**src/hdl/nonzero_quantile_select_macros.svh**
```systemverilog
// Assertion macros for the nonzero quantile selector.
// Included by the RTL files that carry concurrent assertions; no other dependencies.
`ifndef NONZERO_QUANTILE_SELECT_MACROS_SVH
`define NONZERO_QUANTILE_SELECT_MACROS_SVH
`ifndef SYNTHESIS
`define NQS_ASSERT_IMPL(lbl, clk, rst_n, ante, cons, msg) \
	lbl: assert property (@(posedge clk) disable iff (!rst_n) (ante) |-> (cons)) \
		else $error(msg);
`define NQS_ASSERT_NEXT(lbl, clk, rst_n, ante, cons, msg) \
	lbl: assert property (@(posedge clk) disable iff (!rst_n) (ante) |=> (cons)) \
		else $error(msg);
`else
`define NQS_ASSERT_IMPL(lbl, clk, rst_n, ante, cons, msg)
`define NQS_ASSERT_NEXT(lbl, clk, rst_n, ante, cons, msg)
`endif
`endif

```
**src/hdl/nqs_pkg.sv**
```systemverilog
// Shared types and constants of the nonzero quantile selector.
// Used by every RTL module of the block; depends on nothing.
package nqs_pkg;

	localparam int VAL_W      = 31;
	localparam int PERMILLE_W = 10;
	localparam int MINCNT_W   = 11;
	localparam int STATUS_W   = 2;

	// Division by 1000 as a multiply by a rounded-up reciprocal and a shift.
	localparam int             RECIP_SHIFT = 36;
	localparam int             RECIP_W     = 27;
	localparam logic [26:0]    RECIP_MULT  = 27'd68719477;

	localparam logic [STATUS_W-1:0] STATUS_OK       = 2'd0;
	localparam logic [STATUS_W-1:0] STATUS_TOO_FEW  = 2'd1;
	localparam logic [STATUS_W-1:0] STATUS_OVERFLOW = 2'd2;

	localparam logic [1:0] REG_LOW_PERMILLE  = 2'd0;
	localparam logic [1:0] REG_HIGH_PERMILLE = 2'd1;
	localparam logic [1:0] REG_MIN_COUNT     = 2'd2;

	localparam logic [PERMILLE_W-1:0] LOW_PERMILLE_RST  = 10'd50;
	localparam logic [PERMILLE_W-1:0] HIGH_PERMILLE_RST = 10'd850;
	localparam logic [MINCNT_W-1:0]   MIN_COUNT_RST     = 11'd20;

	typedef struct packed {
		logic signed [31:0] cell_value;
		logic               last_cell;
	} in_item_t;

	typedef struct packed {
		logic [VAL_W-1:0]    low_value;
		logic [VAL_W-1:0]    high_value;
		logic [STATUS_W-1:0] status;
	} out_item_t;

	typedef struct packed {
		logic             occ;
		logic [VAL_W-1:0] val;
		logic             gt;
	} cell_link_t;

	typedef enum logic [2:0] {
		S_IDLE,
		S_IDX1,
		S_IDX2,
		S_IDX3,
		S_DRAIN,
		S_DONE
	} state_t;

endpackage

```
**src/hdl/nqs_index.sv**
```systemverilog
// Three-stage pipeline that turns a kept count and two permille fractions into store indices.
// Depends on nqs_pkg.
module nqs_index
	import nqs_pkg::*;
#(
	parameter int MAX_VALUES = 1024
)
(
	input  logic                          clk,
	input  logic [$clog2(MAX_VALUES+1)-1:0] count,
	input  logic [PERMILLE_W-1:0]         low_permille,
	input  logic [PERMILLE_W-1:0]         high_permille,
	output logic [$clog2(MAX_VALUES)-1:0] idx_lo,
	output logic [$clog2(MAX_VALUES)-1:0] idx_hi
);

	localparam int CNT_W  = $clog2(MAX_VALUES + 1);
	localparam int IDX_W  = $clog2(MAX_VALUES);
	localparam int PROD_W = CNT_W + PERMILLE_W;
	localparam int FULL_W = PROD_W + RECIP_W;
	localparam int Q_W    = CNT_W + 1;

	logic [PROD_W-1:0] prod_lo_s1, prod_hi_s1;
	logic [FULL_W-1:0] full_lo_s2, full_hi_s2;
	logic [Q_W-1:0]    q_lo, q_hi;
	logic [IDX_W-1:0]  idx_lo_s3, idx_hi_s3;
	logic [IDX_W-1:0]  top_idx;

	assign q_lo    = full_lo_s2[RECIP_SHIFT +: Q_W];
	assign q_hi    = full_hi_s2[RECIP_SHIFT +: Q_W];
	assign top_idx = IDX_W'(count - CNT_W'(1));

	always_ff @(posedge clk) begin
		prod_lo_s1 <= PROD_W'(count) * PROD_W'(low_permille);
		prod_hi_s1 <= PROD_W'(count) * PROD_W'(high_permille);
		full_lo_s2 <= FULL_W'(prod_lo_s1) * FULL_W'(RECIP_MULT);
		full_hi_s2 <= FULL_W'(prod_hi_s1) * FULL_W'(RECIP_MULT);
		idx_lo_s3  <= (q_lo >= Q_W'(count)) ? top_idx : IDX_W'(q_lo);
		idx_hi_s3  <= (q_hi >= Q_W'(count)) ? top_idx : IDX_W'(q_hi);
	end

	assign idx_lo = idx_lo_s3;
	assign idx_hi = idx_hi_s3;

endmodule

```
**config.mk**
```make
export PLATFORM = sky130hd
export DESIGN_NAME = nqs_index
export DESIGN_NICKNAME = d
export VERILOG_FILES = /design/src/hdl/nonzero_quantile_select_macros.svh /design/src/hdl/nqs_pkg.sv /design/src/hdl/nqs_index.sv
export SDC_FILE = /design/constraint.sdc
export NUM_CORES = 1
export LEC_CHECK = 0
export ABC_CLOCK_PERIOD_IN_PS = 6500
export BUFFER_PORTS_ARGS = -buffer_cell sky130_fd_sc_hd__buf_2
export CORE_MARGIN = 5
export CORE_UTILIZATION = 58
export DETAILED_ROUTE_END_ITERATION = 10
export GPL_TIMING_DRIVEN = 0
export PLACE_DENSITY_LB_ADDON = 0.15
export SLEW_MARGIN = 20
export SYNTH_ARGS = -nofsm -noshare
export SYNTH_HDL_FRONTEND = slang
export SYNTH_SLANG_ARGS = --single-unit
```
**constraint.sdc**
```tcl
create_clock -name clk -period 6.5 [get_ports clk]
set_input_delay 0.325 -clock clk [delete_from_list [all_inputs] [get_ports clk]]
set_output_delay 0.325 -clock clk [all_outputs]
set_load 0.01 [all_outputs]
```
# Yosys cells after proc, flatten, opt, wreduce, memory -nomap -nowiden
# Cells that the tools add are included.
[word_totals]
word_cells = 15
reg_bits = 158
output_inout_bits = 20
input_bits = 32
[classes]
multipliers = 4
mux = 2
addsub = 1
magnitude_cmp = 2
[ops]
columns = ["cell", "n"]
rows = [
  ["multiplier 21 x 27 -> 48 bit (second input constant)", 2],
  ["multiplier 11 x 10 -> 21 bit", 2],
  [">= comparator 12 x 11 -> 1 bit", 2],
  ["two-way mux 10 bit", 2],
  ["subtractor 10 x 1 -> 10 bit (second input constant)", 1],
]

# Depth between registers and ports, before layout
[depth]
ltp_word = 2
depth_mapped = 22
mapped_depth_nobuf = 22

# Worst setup path after synthesis
# OpenSTA, ideal clock, no wires.
[synth_path]
path_kind = "reg-to-reg"
startpoint = "register prod_hi_s1[15]"
endpoint = "register full_hi_s2[45]"
path_stages_with_launch = 19
arrival_ps = 5913
setup_ps = 72
path_buffers = 0
synth_period_minus_slack_ps = 5985
slack_ps = 515
required_time_ps = 6428
path_cell_list = "dfxtp_1 inv_1 fa_1 fa_1 inv_1 fa_1 fa_1 inv_1 fa_1 fa_1 fa_1 inv_1 ha_1 nand3_2 or4_4 o41ai_2 a31oi_1 o31ai_1 xor2_1"
[synth_between]
elab_chain_len = 1
[synth_lines]
columns = ["item", "line_no", "text"]
rows = [
  ["start, declared", "nqs_index.sv:23", "logic [PROD_W-1:0] prod_lo_s1, prod_hi_s1;"],
  ["start signal, assigned", "nqs_index.sv:35", "prod_hi_s1 <= PROD_W'(count) * PROD_W'(high_permille);"],
  ["multiplier 21 x 27 -> 48 bit", "nqs_index.sv:37", "full_hi_s2 <= FULL_W'(prod_hi_s1) * FULL_W'(RECIP_MULT);"],
  ["end signal, assigned", "nqs_index.sv:37", ""],
  ["end, declared", "nqs_index.sv:24", "logic [FULL_W-1:0] full_lo_s2, full_hi_s2;"],
]
# No other way between the ends.

# Final worst setup path
[layout_path]
startpoint = "register prod_hi_s1[16]"
endpoint = "register full_hi_s2[41]"
# Same word-level chain as after synthesis.

==> reports/results.ini <==
[global_route]
grt_max_degree=15
grt_pass1_vias=20300
groute.usage.overall_pct=25.8
grt_pass1_wl_um=103000
grt-ovfl-total=0
antenna_found_initial=0

[critical_path]
cp_max_fo=7
path_class=reg -> reg
crit_top_cell=fa_1
crit_chain=inv_1, fa_1, fa_1, inv_1, fa_1, fa_1, inv_1, fa_1, fa_1, fa_1, inv_1, ha_2, nand3_2, or4_4, o41ai_4, a31oi_2, o21ai_0, xor2_1
worstPathRequired_ns=6.78
critPathArrivalTime_ns=6.59
crit_path_end_kind=flip-flop
cp_slowest_stage_delay_ns=0.58
startpoint_type=flip-flop
worst-path-buf-inv=4
worst_path_max_delay_cell=or4_4
critPathTopFamily=adder cells

[floorplan]
start_util_pct=58.3
dieArea_um2=49700
die_width_um=223
io_pins=52
coreArea_um2=45100
rows=78
die_h_um=223

[sta]
finalClockSkew_ns=0.0110
finalWorstPathRequiredPeriod_ns=6.30
fmax_mhz=159
hold_viol_final=0
setup_viol=0
slew_violations=0
worstMarginPinSlew_ns=0.831
slew_headroom_pct=44.6
post-route-period-util_pct=97.0

[place]
place_congestion=0.934
placed_cell_area_um2=27300
portBuffers=51
hpwl_um=55300

[logic_synthesis]
synth_top_area_share_pct=35.5
synthArstFlopShare_pct=0
ys_types=64
synth_warnings=0
synth.avg_cell_area_um2=9.60
synth_area_um2=26300
ys.flop_type=dfxtp_1
synth_edf_count=0
ys_seq_elements=86
synth_top_area_cell=fa_1
yosysSeqAreaShare_pct=6.55
synth_area_leaders=fa_1 (36%), ha_1 (28%), inv_1 (10%)
syn-num-nets=3823
netlist_instances=2736

[route]
wire_per_inst_um=18.3
num_vias=18600
drc=0
first_iter_violations=893
wl_um=62300
drt_first_pass_iters=5
ant_nets=0
viasPerCell=5.44

[finish]
area_delta_synth_final_pct=5.76
final_cell_area_um2=27800
nFillCells=3962
antenna_cells=0
layout.nets=3891
drive_gt1_share_pct=5.38

[min_path]
hold_class=in -> reg

[clock_network]
numCtsBuffers=9
cts_root_buffer=clkbuf_16
cts.sinks=86
cts_htree_levels=3
cts.reportedPaths.clkPinSlew_ns=0.07
cts_max_path_buffers=2
cts_tree=done
clk-insertion-delay-late_ns=0.36

[status]
outcome=finished clean

[flow_run]
cap_viol_max_count=0

## cell families (layout without fill, tap and decap cells)
family | count (synthesis) | in the layout | share of synthesized area [%]
xor gates and xnor gates | 64 | 64 | 2.13
muxes | 18 | 18 | 0.762
adders and majority gates | 1055 | 1055 | 63.6
DFF | 86 | 86 | 6.55
buffers and inverters | 787 | 860 | 11.3
and+or+nand+nor | 417 | 417 | 7.85
AOI/OAI and AO/OA | 309 | 309 | 7.80
## what timing repair did
item	CTS	global route
endpoints found under the setup margin	17	19
gates resized for setup	13	38
buffers inserted	1	5
pin swaps	0	4
hold buffers	0	0
## through the flow
step / TNS [ns] / hold WS, ns / cells / worst slack, ns / util [%]
2_1_floorplan: 0 / 0.429 / 2736 / 0.515 / -
3_3_place_gp: -2.32 / 0.458 / 3387 / -0.326 / 60.5
3_5_place_dp: -3.34 / 0.460 / 3387 / -0.424 / 60.5
4_1_cts: 0 / 0.260 / 3404 / 0.0113 / 61.3
5_1_grt: -0.00252 / 0.279 / 3409 / -0.00252 / 61.6
6_report: 0 / 0.277 / 3409 / 0.195 / 61.6
## cells in the mapped netlist (16+ instances only)
| master | count |
|---|---|
| a21o_1 | 63 |
| a21oi_1 | 96 |
| and2_1 | 92 |
| clkbuf_1 | 48 |
| dfxtp_1 | 86 |
| fa_1 | 466 |
| ha_1 | 589 |
| inv_1 | 730 |
| mux2_2 | 16 |
| nand2_1 | 170 |
| nand3_1 | 20 |
| nand4_1 | 22 |
| nor2_1 | 38 |
| nor3_1 | 23 |
| o21ai_0 | 43 |
| xnor2_1 | 45 |
| xor2_1 | 19 |
## layer usage
layer	up-vias	global-route usage [%]	part of all wire, %
met5	-	0	0
met4	0	7.53	2.9
met3	98	2.64	4.9
met2	497	43.8	48
met1	9216	35.3	44
li1	8747	-	-
## placed cells by master (no fill, tap or decap), types with 23 or more instances in the layout
cell	count
a21oi_1	95
and2_1	92
dfxtp_1	58
fa_1	466
clkbuf_1	49
xnor2_1	45
o21ai_0	42
a21o_1	63
buf_2	52
inv_1	729
ha_1	587
nor2_1	38
nor3_1	23
nand2_1	170
## flip-flops by register name, summed over array words and instances (netlist names)
register / flops
prod_hi_s1: 21
prod_lo_s1: 21
full_hi_s2: 12
full_lo_s2: 12
idx_hi: 10
idx_lo: 10
## worst register-to-register path, stage by stage, from the launching register on
cell,delay [ns]
dfxtp_4,0.44
inv_1,0.13
fa_1,0.44
fa_1,0.54
inv_1,0.05
fa_1,0.50
fa_1,0.50
inv_1,0.05
fa_1,0.50
fa_1,0.43
fa_1,0.50
inv_1,0.05
ha_2,0.37
nand3_2,0.13
or4_4,0.58
o41ai_4,0.39
a31oi_2,0.21
o21ai_0,0.26
xor2_1,0.16
## final timing paths
kind | cells after the start | endpoint | from | slack, ns
hold reg to reg | 2 | idx_lo[1]$_DFF_P_ | full_lo_s2[37]$_DFF_P_ | 0.47
hold / removal | 2 | prod_lo_s1[0]$_DFF_P_ | low_permille[0] | 0.28
setup / recovery | 18 | full_hi_s2[41]$_DFF_P_ | prod_hi_s1[16]$_DFF_P_ | 0.20
setup reg to reg | 18 | full_hi_s2[41]$_DFF_P_ | prod_hi_s1[16]$_DFF_P_ | 0.20
## layout make-up
cell class	count	area (um^2)	area share, %
buffer	57	241	0.869
clock buffer	11	243	0.874
clock inverter	5	82.6	0.297
inverter	730	2740	9.88
multi-input combinational	1863	21600	77.9
sequential	86	1780	6.39
tap	600	751	2.70
timing repair buffer	57	300	1.08
Power is not shown: default switching activity piles up to over one toggle a cycle in this logic, so the estimate is an artifact.
